`config.mk`:
```
export PLATFORM = sky130hd
export DESIGN_NAME = e2r_cell
export DESIGN_NICKNAME = d
export VERILOG_FILES = /design/src/rtl/e2r_pkg.sv /design/src/rtl/e2r_cell.sv
export SDC_FILE = /design/constraint.sdc
export NUM_CORES = 1
export LEC_CHECK = 0
export BUFFER_PORTS_ARGS = -buffer_cell sky130_fd_sc_hd__buf_2
export CAP_MARGIN = 20
export CORE_UTILIZATION = 35
export DETAILED_ROUTE_END_ITERATION = 6
export GPL_TIMING_DRIVEN = 0
export PLACE_DENSITY = 0.55
export REMOVE_ABC_BUFFERS = 1
export SETUP_SLACK_MARGIN = 0.4
export SLEW_MARGIN = 10
export SYNTH_ARGS = -nofsm -noshare
export SYNTH_HDL_FRONTEND = slang
export SYNTH_SLANG_ARGS = --single-unit
```
`constraint.sdc`:
```
create_clock -name clk_i -period 0.8 [get_ports clk_i]
set_input_delay 0.2 -clock clk_i [delete_from_list [all_inputs] [get_ports clk_i]]
set_output_delay 0.2 -clock clk_i [all_outputs]
set_load 0.02 [all_outputs]
```
`src/rtl/e2r_pkg.sv`:
```
// ----------------------------------------------------------------------------
// e2r_pkg: shared types and constants for the Euler-to-rotation-matrix block
// CORDIC lane type, arctangent table and the fixed-point multiply helper.
// ----------------------------------------------------------------------------
`default_nettype none

package e2r_pkg;

  // parameter defaults
  localparam int ANGLE_BITS_DEF  = 16;
  localparam int FRAC_BITS_DEF   = 14;
  localparam int TRIG_STAGES_DEF = 16;

  // internal arithmetic: Q2.30 work values, 32-bit binary angles
  localparam int MAX_STAGES = 24;
  localparam int WORK_BITS  = 30;
  localparam int XY_W       = 32;   // CORDIC x/y
  localparam int Z_W        = 33;   // CORDIC residual angle
  localparam int TRIG_W     = 33;   // sine/cosine after folding
  localparam int PROD_W     = 33;   // rounded Q2.30 product
  localparam int SUM_W      = 34;   // sum of two products

  localparam logic signed [XY_W-1:0] CORDIC_GAIN = 32'sd652032874;

  // atan(2^-i), 2^32 = 2*pi
  localparam logic signed [Z_W-1:0] ATAN_TAB [MAX_STAGES] = '{
    33'sh020000000, 33'sh012E4051E, 33'sh009FB385B, 33'sh0051111D4,
    33'sh0028B0D43, 33'sh00145D7E1, 33'sh000A2F61E, 33'sh000517C55,
    33'sh00028BE53, 33'sh000145F2F, 33'sh0000A2F98, 33'sh0000517CC,
    33'sh000028BE6, 33'sh0000145F3, 33'sh00000A2FA, 33'sh00000517D,
    33'sh0000028BE, 33'sh00000145F, 33'sh000000A30, 33'sh000000518,
    33'sh00000028C, 33'sh000000146, 33'sh0000000A3, 33'sh000000051
  };

  typedef struct packed {
    logic signed [XY_W-1:0] x;
    logic signed [XY_W-1:0] y;
    logic signed [Z_W-1:0]  z;
  } lane_t;

  // Q2.30 product, rounded half up
  function automatic logic signed [PROD_W-1:0] qmul(input logic signed [TRIG_W-1:0] a,
                                                    input logic signed [TRIG_W-1:0] b);
    logic signed [2*TRIG_W-1:0] p;
    p = 66'(a) * 66'(b) + (66'sd1 <<< (WORK_BITS - 1));
    return p[WORK_BITS+PROD_W-1:WORK_BITS];
  endfunction

endpackage

`default_nettype wire

```
`src/rtl/e2r_cell.sv`:
```
// ----------------------------------------------------------------------------
// e2r_cell: one CORDIC rotation step for the three angle lanes
// Rotates x/y by +-atan(2^-STAGE) toward zero residual angle, registered.
// ----------------------------------------------------------------------------
`default_nettype none

module e2r_cell #(
  parameter int STAGE = 0
) (
  input  wire logic                 clk_i,
  input  wire logic                 rst_ni,
  input  wire logic                 en_i,
  input  wire logic                 valid_i,
  input  wire logic [2:0]           neg_i,
  input  wire e2r_pkg::lane_t [2:0] lane_i,
  output logic                      valid_o,
  output logic [2:0]                neg_o,
  output e2r_pkg::lane_t [2:0]      lane_o
);
  import e2r_pkg::*;

  lane_t [2:0] lane_d, lane_q;
  logic  [2:0] neg_q;
  logic        valid_q;

  always_comb begin
    for (int k = 0; k < 3; k++) begin
      if (!lane_i[k].z[Z_W-1]) begin
        lane_d[k].x = lane_i[k].x - (lane_i[k].y >>> STAGE);
        lane_d[k].y = lane_i[k].y + (lane_i[k].x >>> STAGE);
        lane_d[k].z = lane_i[k].z - ATAN_TAB[STAGE];
      end else begin
        lane_d[k].x = lane_i[k].x + (lane_i[k].y >>> STAGE);
        lane_d[k].y = lane_i[k].y - (lane_i[k].x >>> STAGE);
        lane_d[k].z = lane_i[k].z + ATAN_TAB[STAGE];
      end
    end
  end

  always_ff @(posedge clk_i or negedge rst_ni) begin
    if (!rst_ni) begin
      valid_q <= 1'b0;
    end else if (en_i) begin
      valid_q <= valid_i;
    end
  end

  always_ff @(posedge clk_i) begin
    if (en_i) begin
      lane_q <= lane_d;
      neg_q  <= neg_i;
    end
  end

  assign valid_o = valid_q;
  assign neg_o   = neg_q;
  assign lane_o  = lane_q;

endmodule

`default_nettype wire

```
**Word level (Yosys, flattened, before mapping)**

Cells that the tools add are included.

- Muxes and demuxes: 3
- $add $sub $neg: 15

Operators with widths:

| kind | count |
|---|---|
| two-way mux 97 bit | 3 |
| subtractor 32 bit | 6 |
| adder 33 x 31 -> 33 bit (second input constant) | 3 |
| subtractor 33 x 31 -> 33 bit (second input constant) | 3 |
| adder 32 bit | 3 |

- Output and inout port bits: 295
- Flip-flop bits (word level): 295
- Word-level logic and storage cells: 29
- Input port bits: 298

**Logic depth before layout (Yosys ltp)**

- Word-level depth: 2
- Gate-level depth with buffers: 12
- Gate-level depth less buffers: 12

**Worst setup path before layout**

Ideal clock, no wire load.

- Kind: input -> register
- Start: in lane_i[33] (netlist bit)
- End: reg lane_q (netlist bit lane_o[63]) (data pin)
- Setup slack: -2015 ps
- Arrival: 2557 ps
- Buffers on the path: 0
- Cell stages on the path: 12
- Data required time: 542 ps
- Setup time: 258 ps
- Path through: inv_1 -> ha_1 -> fa_1 -> and4b_1 -> a2111o_1 -> a311oi_1 -> o41a_1 -> o21ba_1 -> o21a_1 -> nor4b_1 -> o2bb2ai_1 -> xnor2_1

RTL lines:

| what | RTL line | text |
|---|---|---|
| start: declaration | e2r_cell.sv:15 | `input wire e2r_pkg::lane_t [2:0] lane_i,` |
| end signal: assignment | e2r_cell.sv:50 | `lane_q <= lane_d;` |
| end: declaration | e2r_cell.sv:22 | `lane_t [2:0] lane_d, lane_q;` |

==> impl_metrics.json <==
{
  "status": "finished, violations left",
  "failed_checks": "hold timing, setup timing",
  "finalWorstSetupSlack_ps": -1800,
  "p_sw_share_pct": 36.3,
  "grt_start_max_net_pins": 109,
  "num_rows": 98,
  "cp-start-kind": "input pin",
  "switchingPower_mw": 24.9,
  "ys_ff_latch": 292,
  "clkPwrFrac_pct": 26.3,
  "hold_viol_final": 95,
  "cts.sinks": 292,
  "worst_pin_slew_ps": 850,
  "synth_area_per_cell_um2": 9.03,
  "max_stage_delay_ps": 420,
  "fmax_ghz": 0.385,
  "initial_core_util_pct": 35.6,
  "final_area_um2": 39900,
  "clock_skew_ps": 0,
  "cts_made_buffers": 38,
  "dr.first_iter.drc_count": 2154,
  "htreeDepth": 2,
  "clock_latency_ps": 570,
  "gp_congestion": 0.931,
  "antenna_found_initial": 15,
  "wl_per_cell_um": 21.4,
  "ys_types": 106,
  "ys_warn_count": 0,
  "fp.dieH_um": 272,
  "final_cell_mix": "buf_2 (451), edfxtp_1 (291), buf_4 (262)",
  "grt_pass1_vias": 25300,
  "fin_crit_sh_pct": 325,
  "grt_first_pass_wirelength_mm": 149,
  "hold_ws_ps": -204,
  "grt_setup_unrepaired": "true",
  "final_util_pct": 55.6,
  "area_growth_pct": 56.5,
  "io_buffers": 592,
  "dpl-instance-area_um2": 29200,
  "worstPathCellList": "buf_8 > ha_4 > fa_2 > and4b_1 > a2111o_1 > a311oi_2 > o41a_1 > o21ba_4 > o21a_1 > nor4b_2 > o2bb2ai_1 > xnor2_1",
  "fillers": 6157,
  "grtUsageTotal_pct": 25.6,
  "dieArea_um2": 73900,
  "drive_gt1_share_pct": 47.6,
  "seqPwrFrac_pct": 29.6,
  "ir_drop_mv": 1.69,
  "cts_hold_buf": 1,
  "vias": 25800,
  "tritoncts": "done",
  "drt_pass1_iterations": 5,
  "leakage_nw": 16.7,
  "synthCells": 2825,
  "p_comb_share_pct": 44.0,
  "synth_top_area_share_pct": 34.3,
  "endpoint_kind": "flip-flop",
  "vias_per_cell": 5.48,
  "clkSlewWorstSetupHoldPaths_ps": 70,
  "synth_top_cell_by_area": "edfxtp_1",
  "cts_root_buffer": "clkbuf_16",
  "cts.path.max_buffers": 3,
  "drc": 0,
  "hold_path_class": "in -> reg",
  "crit_start": "lane_i[65]",
  "layout_commonest_cell": "buf_2",
  "synth_seq_area_share_pct": 34.4,
  "maxCapViolCount": 0,
  "path_class": "in -> reg",
  "place_hpwl_mm": 69.7,
  "worstReg2RegStart": "valid_o",
  "syn_area_um2": 25500,
  "setup_violations": 675,
  "critical_path_required_ps": 1130,
  "arrival_ps": 2920,
  "min_from": "lane_i[201]",
  "pre_cts_ws_ps": -3010,
  "finalCriticalPeriod_ps": 2600,
  "globalRouteOverflowTotal": 0,
  "synth_area_leaders": "edfxtp_1 (34%), ha_1 (14%), a21oi_1 (6.6%)",
  "critPathMaxFanout": 3,
  "power_density_nw_per_um2": 1720,
  "fp.coreArea_um2": 71700,
  "ys.flop_type": "edfxtp_1",
  "slowest_stage": "o41a_1",
  "p_int_mw": 43.7,
  "fin_nets": 4322,
  "async_flop_share_pct": 0.342,
  "slew_viol_final": 0,
  "io_pins": 593,
  "dieWidth_um": 272,
  "relSlewSlack_pct": 42.8,
  "synth_edf_count": 291,
  "totalWireLength_mm": 101,
  "drtAntennaViolNets": 0
}
## sequential cells by signal, summed over array words and instances (netlist names)
signal / count
valid_o: 1
lane_o: 288
neg_o: 3
## worst paths after layout
| check | end | slack [ps] | cells after the start |
|---|---|---|---|
| setup / recovery | lane_o[63] | -1800 | 12 |
| hold / removal | lane_o[201] | -200 | 1 |
| setup reg to reg | valid_o | 60 | 1 |
| hold reg to reg | valid_o | 510 | 1 |
| max in group asynchronous | valid_o | 770 | 2 |
| min in group asynchronous | valid_o | -50 | 2 |
## cells by family (layout without fill, tap and decap cells)
kind of cell               Yosys count  in the layout  share of synthesized area (%)
xor gates and xnor gates           184            184                           6.32
AOI/OAI and AO/OA                  941            941                           23.5
adders and majority gates          300            300                           15.1
DFF                                292            292                           34.4
and+or+nand+nor                    646            646                           12.5
buffers and inverters              425           1354                           6.81
other                                0              4                              0
muxes                               37             37                           1.46
## Yosys cell counts (all sizes together), types with 28 or more instances
library cell and n:
a21oi 339, edfxtp 291, inv 291, ha 288
nor2 211, o21ai 177, xnor2 161, nand2 125
o21bai 79, clkbuf 73, nor3 60, a21o 57
buf 54, nand3 49, a31oi 42, mux2i 36
nor2b 33, a211oi 31, nand2b 29, o31ai 28
## worst max-delay path, delay by kind of cell
family,cells,cell delay [ps]
AOI/OAI and AO/OA,6,1340
xor gates and xnor gates,1,140
adders and majority gates,2,560
buffers and inverters,1,100
and+or+nand+nor,2,580
## area by class of cell
type                    count  area, um2  area share (%)
well taps                 950       1190            2.98
clock buffers              49       1010            2.54
flip-flops and latches    292       8760            22.0
repair buffers            985       7690            19.3
clock inverters            21        282           0.706
repair inverters            1       8.76          0.0219
multi-input cells        2108      19700            49.4
diodes                      4       10.0          0.0251
inverters                 298       1240            3.11
## routing by layer
| layer | global-route usage, % | part of all wire, % | wire length, um | vias to the layer above |
|---|---|---|---|---|
| met4 | 10.9 | 4.8 | 4790 | 24 |
| met1 | 30.9 | 39 | 39400 | 12400 |
| met3 | 4.56 | 6.9 | 6950 | 295 |
| met2 | 44.4 | 49 | 49300 | 1086 |
| li1 | - | - | - | 12000 |
| met5 | 0 | 0.15 | 147 | - |
## power by group through the flow
stage               clock [mW]  combinational, mW  sequential (mW)
finish                    18.1               30.2             20.3
CTS                       18.6               27.6             20.4
floorplan                    0               9.98             23.4
detailed placement           0               20.4             20.5
global route              19.1               31.9             20.5
global placement             0               20.3             20.6
## per-stage QoR
step	TNS, ps	power [mW]	instances
after global routing	-457180	71.5	4705
after CTS	-412040	66.6	4614
after floorplan	-263060	33.4	2698
after detailed placement	-612630	40.9	4247
final	-421500	68.6	4708
after global placement	-1865390	40.9	4240
## what timing repair did
| item | in CTS | in global routing |
|---|---|---|
| pin swaps | 418 | 278 |
| setup endpoints to repair | 782 | 782 |
| setup buffers | 292 | 90 |
| resized for setup | 1255 | 265 |
| gates cloned | 4 | 0 |
| hold endpoints to repair | 99 | 95 |
Power figures use the tool's default switching activity.
